$ cat src/hw/rtl/bernstein_polynomial_evaluator_macros.svh
// ----------------------------------------------------------------------------
// bernstein polynomial evaluator assertion macros
// shared concurrent assertion forms, clocked on i_clk, off during reset
// ----------------------------------------------------------------------------
`ifndef BERNSTEIN_POLYNOMIAL_EVALUATOR_MACROS_SVH
`define BERNSTEIN_POLYNOMIAL_EVALUATOR_MACROS_SVH

// same-cycle implication
`define BPE_ASSERT_IMPL(label, ante, cons, msg) \
    label: assert property (@(posedge i_clk) disable iff (!i_rst_n) \
        (ante) |-> (cons)) else $error(msg);

// next-cycle implication
`define BPE_ASSERT_NEXT(label, ante, cons, msg) \
    label: assert property (@(posedge i_clk) disable iff (!i_rst_n) \
        (ante) |=> (cons)) else $error(msg);

`endif

$ cat src/hw/rtl/bpe_pkg.sv
// ----------------------------------------------------------------------------
// bpe_pkg
// widths, constants and types shared by the bernstein evaluator modules
// ----------------------------------------------------------------------------
package bpe_pkg;

    localparam int MAX_DEGREE      = 8;
    localparam int VALUE_BITS      = 32;
    localparam int THETA_FRAC_BITS = 16;
    localparam int THETA_BITS      = THETA_FRAC_BITS + 1;
    localparam int DEG_BITS        = 4;
    localparam int N_CTRL          = MAX_DEGREE + 1;

    // full product of a (VALUE_BITS+1) difference and a (THETA_BITS+1) signed theta
    localparam int PROD_BITS = VALUE_BITS + THETA_FRAC_BITS + 3;
    // product scaled back by the theta fraction
    localparam int SUM_BITS  = PROD_BITS - THETA_FRAC_BITS;

    localparam logic [DEG_BITS-1:0] DEGREE_RESET = DEG_BITS'(3);
    localparam logic [DEG_BITS-1:0] DEGREE_MAX   = DEG_BITS'(MAX_DEGREE);

    typedef logic signed [VALUE_BITS-1:0] t_value;
    typedef logic        [THETA_BITS-1:0] t_theta;

    // per-beat control that travels down the cell row
    typedef struct packed {
        logic                valid;
        logic                err;
        logic [DEG_BITS-1:0] degree;
    } t_ctl;

endpackage

$ cat src/hw/rtl/bpe_cell.sv
// ----------------------------------------------------------------------------
// bpe_cell
// one de casteljau level: lane multiplies in the first stage,
// rounded add with saturation in the second
// ----------------------------------------------------------------------------
`include "bernstein_polynomial_evaluator_macros.svh"

module bpe_cell
    import bpe_pkg::*;
#(
    parameter int LEVEL = 1
) (
    input  logic   i_clk,
    input  logic   i_rst_n,
    input  t_ctl   i_ctl,
    input  t_theta i_theta,
    input  t_value i_b [N_CTRL],
    output t_ctl   o_ctl,
    output t_theta o_theta,
    output t_value o_b [N_CTRL]
);

    localparam logic [PROD_BITS-1:0] HALF =
        {{(PROD_BITS - THETA_FRAC_BITS){1'b0}}, 1'b1, {(THETA_FRAC_BITS - 1){1'b0}}};
    localparam logic [SUM_BITS-1:0] SUM_HI =
        {{(SUM_BITS - VALUE_BITS + 1){1'b0}}, {(VALUE_BITS - 1){1'b1}}};
    localparam logic [SUM_BITS-1:0] SUM_LO =
        {{(SUM_BITS - VALUE_BITS + 1){1'b1}}, {(VALUE_BITS - 1){1'b0}}};

    // stage a: difference times theta
    logic signed [VALUE_BITS:0]    w_diff [MAX_DEGREE];
    logic signed [PROD_BITS-1:0]   n_prod [MAX_DEGREE];
    logic signed [PROD_BITS-1:0]   r_prod [MAX_DEGREE];
    t_ctl                          r_a_ctl;
    t_theta                        r_a_theta;
    t_value                        r_a_b [N_CTRL];

    always_comb begin
        for (int i = 0; i < MAX_DEGREE; i++) begin
            w_diff[i] = $signed({i_b[i+1][VALUE_BITS-1], i_b[i+1]})
                      - $signed({i_b[i][VALUE_BITS-1], i_b[i]});
            if (i < LEVEL) begin
                n_prod[i] = w_diff[i] * $signed({1'b0, i_theta});
            end else begin
                n_prod[i] = '0;
            end
        end
    end

    always_ff @(posedge i_clk) begin
        if (!i_rst_n) begin
            r_a_ctl <= '0;
        end else begin
            r_a_ctl <= i_ctl;
        end
    end

    always_ff @(posedge i_clk) begin
        r_a_theta <= i_theta;
        r_a_b     <= i_b;
        r_prod    <= n_prod;
    end

    // stage b: round to nearest, add, saturate
    logic signed [PROD_BITS-1:0] w_round [MAX_DEGREE];
    logic signed [SUM_BITS-1:0]  w_shift [MAX_DEGREE];
    logic signed [SUM_BITS-1:0]  w_sum   [MAX_DEGREE];
    logic                        w_active;
    t_value                      n_b [N_CTRL];
    t_ctl                        r_b_ctl;
    t_theta                      r_b_theta;
    t_value                      r_b_b [N_CTRL];

    assign w_active = (r_a_ctl.degree >= DEG_BITS'(LEVEL));

    always_comb begin
        for (int i = 0; i < MAX_DEGREE; i++) begin
            w_round[i] = r_prod[i] + $signed(HALF);
            w_shift[i] = SUM_BITS'(w_round[i] >>> THETA_FRAC_BITS);
            w_sum[i]   = $signed({{(SUM_BITS - VALUE_BITS){r_a_b[i][VALUE_BITS-1]}}, r_a_b[i]})
                       + w_shift[i];
            if ((i < LEVEL) && w_active) begin
                if (w_sum[i] > $signed(SUM_HI)) begin
                    n_b[i] = $signed(SUM_HI[VALUE_BITS-1:0]);
                end else if (w_sum[i] < $signed(SUM_LO)) begin
                    n_b[i] = $signed(SUM_LO[VALUE_BITS-1:0]);
                end else begin
                    n_b[i] = w_sum[i][VALUE_BITS-1:0];
                end
            end else begin
                n_b[i] = r_a_b[i];
            end
        end
        n_b[MAX_DEGREE] = r_a_b[MAX_DEGREE];
    end

    always_ff @(posedge i_clk) begin
        if (!i_rst_n) begin
            r_b_ctl <= '0;
        end else begin
            r_b_ctl <= r_a_ctl;
        end
    end

    always_ff @(posedge i_clk) begin
        r_b_theta <= r_a_theta;
        r_b_b     <= n_b;
    end

    assign o_ctl   = r_b_ctl;
    assign o_theta = r_b_theta;
    assign o_b     = r_b_b;

    `BPE_ASSERT_IMPL(a_idle_pass, r_b_ctl.valid && (r_b_ctl.degree < DEG_BITS'(LEVEL)), r_b_b[0] == $past(r_a_b[0]), "inactive level changed lane 0")
    `BPE_ASSERT_IMPL(a_ctl_carry, r_b_ctl.valid, r_b_ctl == $past(i_ctl, 2), "beat control lost in cell")
    `BPE_ASSERT_IMPL(a_top_untouched, r_b_ctl.valid, r_b_b[MAX_DEGREE] == $past(i_b[MAX_DEGREE], 2), "last control modified")

endmodule

$ cat config.mk
export PLATFORM = sky130hd
export DESIGN_NAME = bpe_cell
export DESIGN_NICKNAME = d
export VERILOG_FILES = /design/src/hw/rtl/bpe_pkg.sv /design/src/hw/rtl/bpe_cell.sv
export VERILOG_INCLUDE_DIRS = /design/src /design/src/hw/rtl
export SDC_FILE = /design/constraint.sdc
export NUM_CORES = 2
export LEC_CHECK = 0
export BUFFER_PORTS_ARGS = -buffer_cell sky130_fd_sc_hd__clkbuf_2
export CORE_MARGIN = 2
export CORE_UTILIZATION = 42
export DETAILED_ROUTE_END_ITERATION = 10
export GPL_TIMING_DRIVEN = 0
export PLACE_DENSITY = 0.66
export SLEW_MARGIN = 15
export SYNTH_ARGS = -nofsm -noshare
export SYNTH_HDL_FRONTEND = slang
export SYNTH_SLANG_ARGS = --single-unit
export TNS_END_PERCENT = 1
$ cat constraint.sdc
create_clock -name i_clk -period 12.59 [get_ports i_clk]
set_input_delay 2.518 -clock i_clk [delete_from_list [all_inputs] [get_ports i_clk]]
set_output_delay 2.518 -clock i_clk [all_outputs]
set_load 0.05 [all_outputs]
# --- Yosys cells after proc, flatten, opt, wreduce, memory -nomap -nowiden ---
# Cells that the tools add are included.
totals:
  output_inout_bits: 311
  regBits: 673
classes:
  n_lt_le_gt_ge: 3
  multipliers: 1
  n_mux: 3
  addsub: 3
ops:
  columns: ["cell", "count"]
  rows:
  - ["$mux 32", 3]
  - ["$add 51x17->51 const B", 1]
  - ["$mul 33x18->51", 1]
  - ["$add 32x35->35", 1]
  - ["$gt 35x32->1 const B", 1]
  - ["$lt 35x32->1 const B", 1]
  - ["$sub 32x32->33", 1]
  - ["$ge 4x1->1 const B", 1]

# --- Logic depth before layout (Yosys ltp) ---
depth:
  ltp_word: 6
  ltp_mapped: 37
  ltp_nobuf: 36

# --- Worst setup path before layout ---
# No wires, ideal clock.
synth_timing:
  kind: "input to register"
  start: "input port i_b[224] in the netlist's numbering"
  end: "register r_prod[407] in the netlist's numbering"
  n_path_buf: 1
  setup_slack_ns: 1.880
  setup_time_ns: 0.121
  cell_stages: 36
  required_time_ns: 12.469
  arrival_ns: 10.589
  path_cell_list: "inv_1 ha_1 fa_1 nor2b_1 o21a_1 o21ai_1 a32o_1 o21ai_0 a21boi_0 o21bai_1 a21oi_1 xnor2_1 clkbuf_1 nand2_1 fa_1 fa_1 inv_1 fa_1 inv_1 fa_1 inv_1 fa_1 inv_1 fa_1 inv_1 ha_1 o21ai_0 a21oi_1 a221oi_1 o22ai_1 o31ai_2 o21ai_1 a31o_2 a311o_1 a31o_1 xnor2_1"
synth_lines:
  columns: ["item", "line", "text"]
  rows:
  - ["from (decl)", "bpe_cell.sv:17", "input t_value i_b [N_CTRL],"]
  - ["to (signal assigned)", "bpe_cell.sv:61", "r_prod <= n_prod;"]
  - ["to (decl)", "bpe_cell.sv:33", "logic signed [PROD_BITS-1:0] r_prod [MAX_DEGREE];"]

==> impl_results.md <==
- Outcome: complete, no violations
- Cts-stage hold buffer count: 0
- Share of synthesized flip-flops with an asynchronous set or reset: 0%
- Critical Setup Path Class: in -> reg
- Detailed-route wire length per cell: approximately 23 µm
- RSZ-0062 raised after global routing: false
- Number of buffers created by CTS: 71
- Pin count of the biggest net entering global routing: 16
- Origin of the worst min-delay path: n_b[76]
- Starting Density: 42.2%
- Total detailed-routing wirelength: 123000 µm
- F_max: 81.7 MHz
- Share of synthesized cell area in full adder, half adder and majority cells: 35.1%
- DR pass1 iterations: 5
- Total nets after synthesis: approximately 4500
- EDFF count, synth: 0
- Netlist cell types: 81
- Port Buffers: between 600 and 700
- Worst-path maximum fanout: 10
- Overall track demand over capacity in global routing: 27.4%
- Crit path arrival time: 12750 ps
- Area fraction in compound gates after synthesis: 6.88%
- Number of global-route vias before repair: 27780
- Largest family of logic cells by synthesized area: adder cells
- Post-synth top area share: 35.5%
- Count of clock tree sinks: 658
- Post-route clock period utilization: between 90% and 100%
- Antenna violations before repair: 17
- # nets final: 5217
- Family with the most delay on the worst path: compound AO/OA/AOI/OAI gates
- Iter 0 DRT Violations: 1725
- Die outline width: approximately 300 µm
- Start of the worst register-to-register path: r_prod[377]
- Clock slew at reported path FFs: 60 ps
- Startpoint of the most critical setup path: i_b[224]
- Total number of vias: 26597
- Post-cts repair resize count: 0
- Detail-routed via count per cell: 4.91
- Placer congestion estimate: between 0.9 and 1
- Worst slew slack as a fraction of its limit: between 10% and 20%
- Portion of the post-synthesis area used by sequential elements: 35.5%
- DR DRC count: 0
- Fraction of layout instances using a drive strength above 1: 19.7%
- Fin crit period: 12250 ps
- Row cnt: about 110
- CP Launch Type: primary input
- TritonCTS clock tree: yes
- Vertical extent of the die: 301 µm
- Clock latency reported for the late side of the worst-skew pair: 640 ps
- Synthesis-stage register bit count: 658
- Wire length of the first global-routing pass: 180000 µm
- Worst Tran Pin Value: ~1300 ps
- Class of the most critical hold timing path: reg -> reg
- CP peak stage delay: between 600 and 700 ps
- Layout overhead on the synthesized area: 19.5%
- Final setup skew: 17.8 ps
- Mean instance size in the synthesized netlist: 10.6 µm²
- Simple-gate portion of the synthesized area: between 10% and 20%
- Post-CTS repair timing setup buffer count: 0
- Antenna-violating nets left: 0
- Yosys warning count: 0
- Pins over their slew limit: 0
- Library cell occupying the most area in the post-synthesis netlist: sky130_fd_sc_hd__dfxtp_1
- Total I/O pin count: 624
- Clk buf depth: 3
- Total setup violations reported at the end of the flow: 0
- WP data required: 13090 ps
- Layout Utilization: ~50%
- Number of instances in the synthesized netlist: 3488
- Slowest library cell on the worst path: sky130_fd_sc_hd__xnor2_2
- Type of element capturing the critical path: flip-flop
- Final hold violation count: 0
- Dominant register cell in the synthesized netlist: sky130_fd_sc_hd__dfxtp_1
- Number of fill cells in the layout: 8098
- Number of H-tree branching levels: 3
- Buffers plus inverters on the worst setup path: 8
- CTS Root Buffer Type: sky130_fd_sc_hd__clkbuf_16
- Largest cells by area after synthesis: sky130_fd_sc_hd__dfxtp_1 (35%), sky130_fd_sc_hd__fa_1 (29%), sky130_fd_sc_hd__inv_1 (6.7%), sky130_fd_sc_hd__ha_1 (6.2%), sky130_fd_sc_hd__and2_1 (4.0%)
- Synth Cell Area: 37100 µm²
- Detailed placer's ending HPWL: 104000 µm
- Post-synthesis xor/xnor area fraction: 3.15%
- Grt total ovfl: 0
- Die outline area: 90800 µm²
- Area of the core region: 88000 µm²
- Seq. cell area: around 13000 µm²
- Number of max-cap violations: 0
- Mux cell area share after synthesis: less than 1%
- Most common cell type on the critical path: sky130_fd_sc_hd__fa_1
- Total area of multi-input combinational cells: 21000 µm²
synthesized netlist by cell type, types with 17 or more instances:
library cell               instances
sky130_fd_sc_hd__nand2_1         380
sky130_fd_sc_hd__xnor2_1          81
sky130_fd_sc_hd__clkbuf_1         90
sky130_fd_sc_hd__o21ai_0          71
sky130_fd_sc_hd__nor2_1           92
sky130_fd_sc_hd__dfxtp_1         658
sky130_fd_sc_hd__a21o_1           45
sky130_fd_sc_hd__xor2_1           49
sky130_fd_sc_hd__nor2b_1          38
sky130_fd_sc_hd__fa_1            536
sky130_fd_sc_hd__and2_1          240
sky130_fd_sc_hd__inv_1           661
sky130_fd_sc_hd__ha_1            184
sky130_fd_sc_hd__o22ai_2          32
sky130_fd_sc_hd__a21oi_1          75
sky130_fd_sc_hd__a211oi_1         17
sky130_fd_sc_hd__nand3_1          24
sequential cells by signal (all words and copies together) (netlist names):
| signal | count |
|---|---|
| r_a_theta | 17 |
| o_ctl | 6 |
| o_theta | 17 |
| r_prod | 36 |
| o_b | 288 |
| r_a_b | 32 |
| r_a_ctl | 6 |
| n_b | 256 |
cells by family after synthesis:
family / count (synthesis)
AOI/OAI and AO/OA: 346
xor gates and xnor gates: 132
adders and majority gates: 720
buffers and inverters: 776
DFF: 658
muxes: 2
and+or+nand+nor: 854
worst paths after layout:
check,endpoint,slack [ps],cells after the start
setup reg to reg,o_b[263],6670,19
setup / recovery,r_prod[401],340,37
hold / removal,o_b[76],320,0
hold reg to reg,o_b[76],320,0
cell type report:
| class | count | share of cell area (%) |
|---|---|---|
| plain buffers | 115 | 1.23 |
| clock buffers | 86 | 4.33 |
| clock inverters | 45 | 1.56 |
| multi-input cells | 2054 | 47.3 |
| inverters | 661 | 5.59 |
| repair buffers | 623 | 7.02 |
| diodes | 10 | 0.0564 |
| well taps | 1165 | 3.28 |
| flip-flops and latches | 658 | 29.7 |
worst register-to-register path, delay by kind of cell, from the launching register on:
kind                     cells  cell delay, ps
XOR/XNOR                     2             440
AND/OR/NAND/NOR              8            2220
adder cells (fa/ha/maj)      1             170
AO/OA/AOI/OAI                6            1990
flip-flops                   1             390
buffers and inverters        2             560
routing by layer:
metal	GRT usage [%]	vias to the layer above	wire length, µm
met5	0	-	85
met4	13.1	12	6320
met3	5.42	267	9380
met2	46.9	1067	60300
met1	33.1	13260	47400
li1	-	11991	-
through the flow:
step	worst slack, ps	setup TNS [ps]	hold slack (ps)	std cells	instance area, µm²
after floorplan	1880	0	310	3488	37100
after global routing	28.8	0	322	5408	44400
after CTS	40.7	0	316	5407	44300
final	343	0	315	5417	44400
after global placement	-632	-4000	309	5276	41700
after detailed placement	-591	-3730	312	5276	41700
cells in the final DEF (no fill, tap or decap), types with 15 or more instances in the layout:
| master | synthesis | layout |
|---|---|---|
| sky130_fd_sc_hd__xor2_1 | 49 | 48 |
| sky130_fd_sc_hd__ha_1 | 184 | 184 |
| sky130_fd_sc_hd__nand2_1 | 380 | 380 |
| sky130_fd_sc_hd__a211oi_1 | 17 | 17 |
| sky130_fd_sc_hd__fa_1 | 536 | 536 |
| sky130_fd_sc_hd__clkbuf_16 | 0 | 71 |
| sky130_fd_sc_hd__clkbuf_1 | 90 | 95 |
| sky130_fd_sc_hd__a21o_1 | 45 | 45 |
| sky130_fd_sc_hd__dfxtp_1 | 658 | 658 |
| sky130_fd_sc_hd__xnor2_1 | 81 | 78 |
| sky130_fd_sc_hd__clkbuf_2 | 1 | 625 |
| sky130_fd_sc_hd__nor2b_1 | 38 | 38 |
| sky130_fd_sc_hd__o21ai_0 | 71 | 71 |
| sky130_fd_sc_hd__inv_1 | 661 | 661 |
| sky130_fd_sc_hd__a21oi_1 | 75 | 75 |
| sky130_fd_sc_hd__nor2_1 | 92 | 92 |
| sky130_fd_sc_hd__nand3_1 | 24 | 24 |
| sky130_fd_sc_hd__o22ai_2 | 32 | 32 |
| sky130_fd_sc_hd__and2_1 | 240 | 240 |
| sky130_fd_sc_hd__nand4_1 | 15 | 15 |
Power is left out: the tool's default activity adds up to more than one toggle a clock period on the data nets, which glitch-free logic cannot reach.
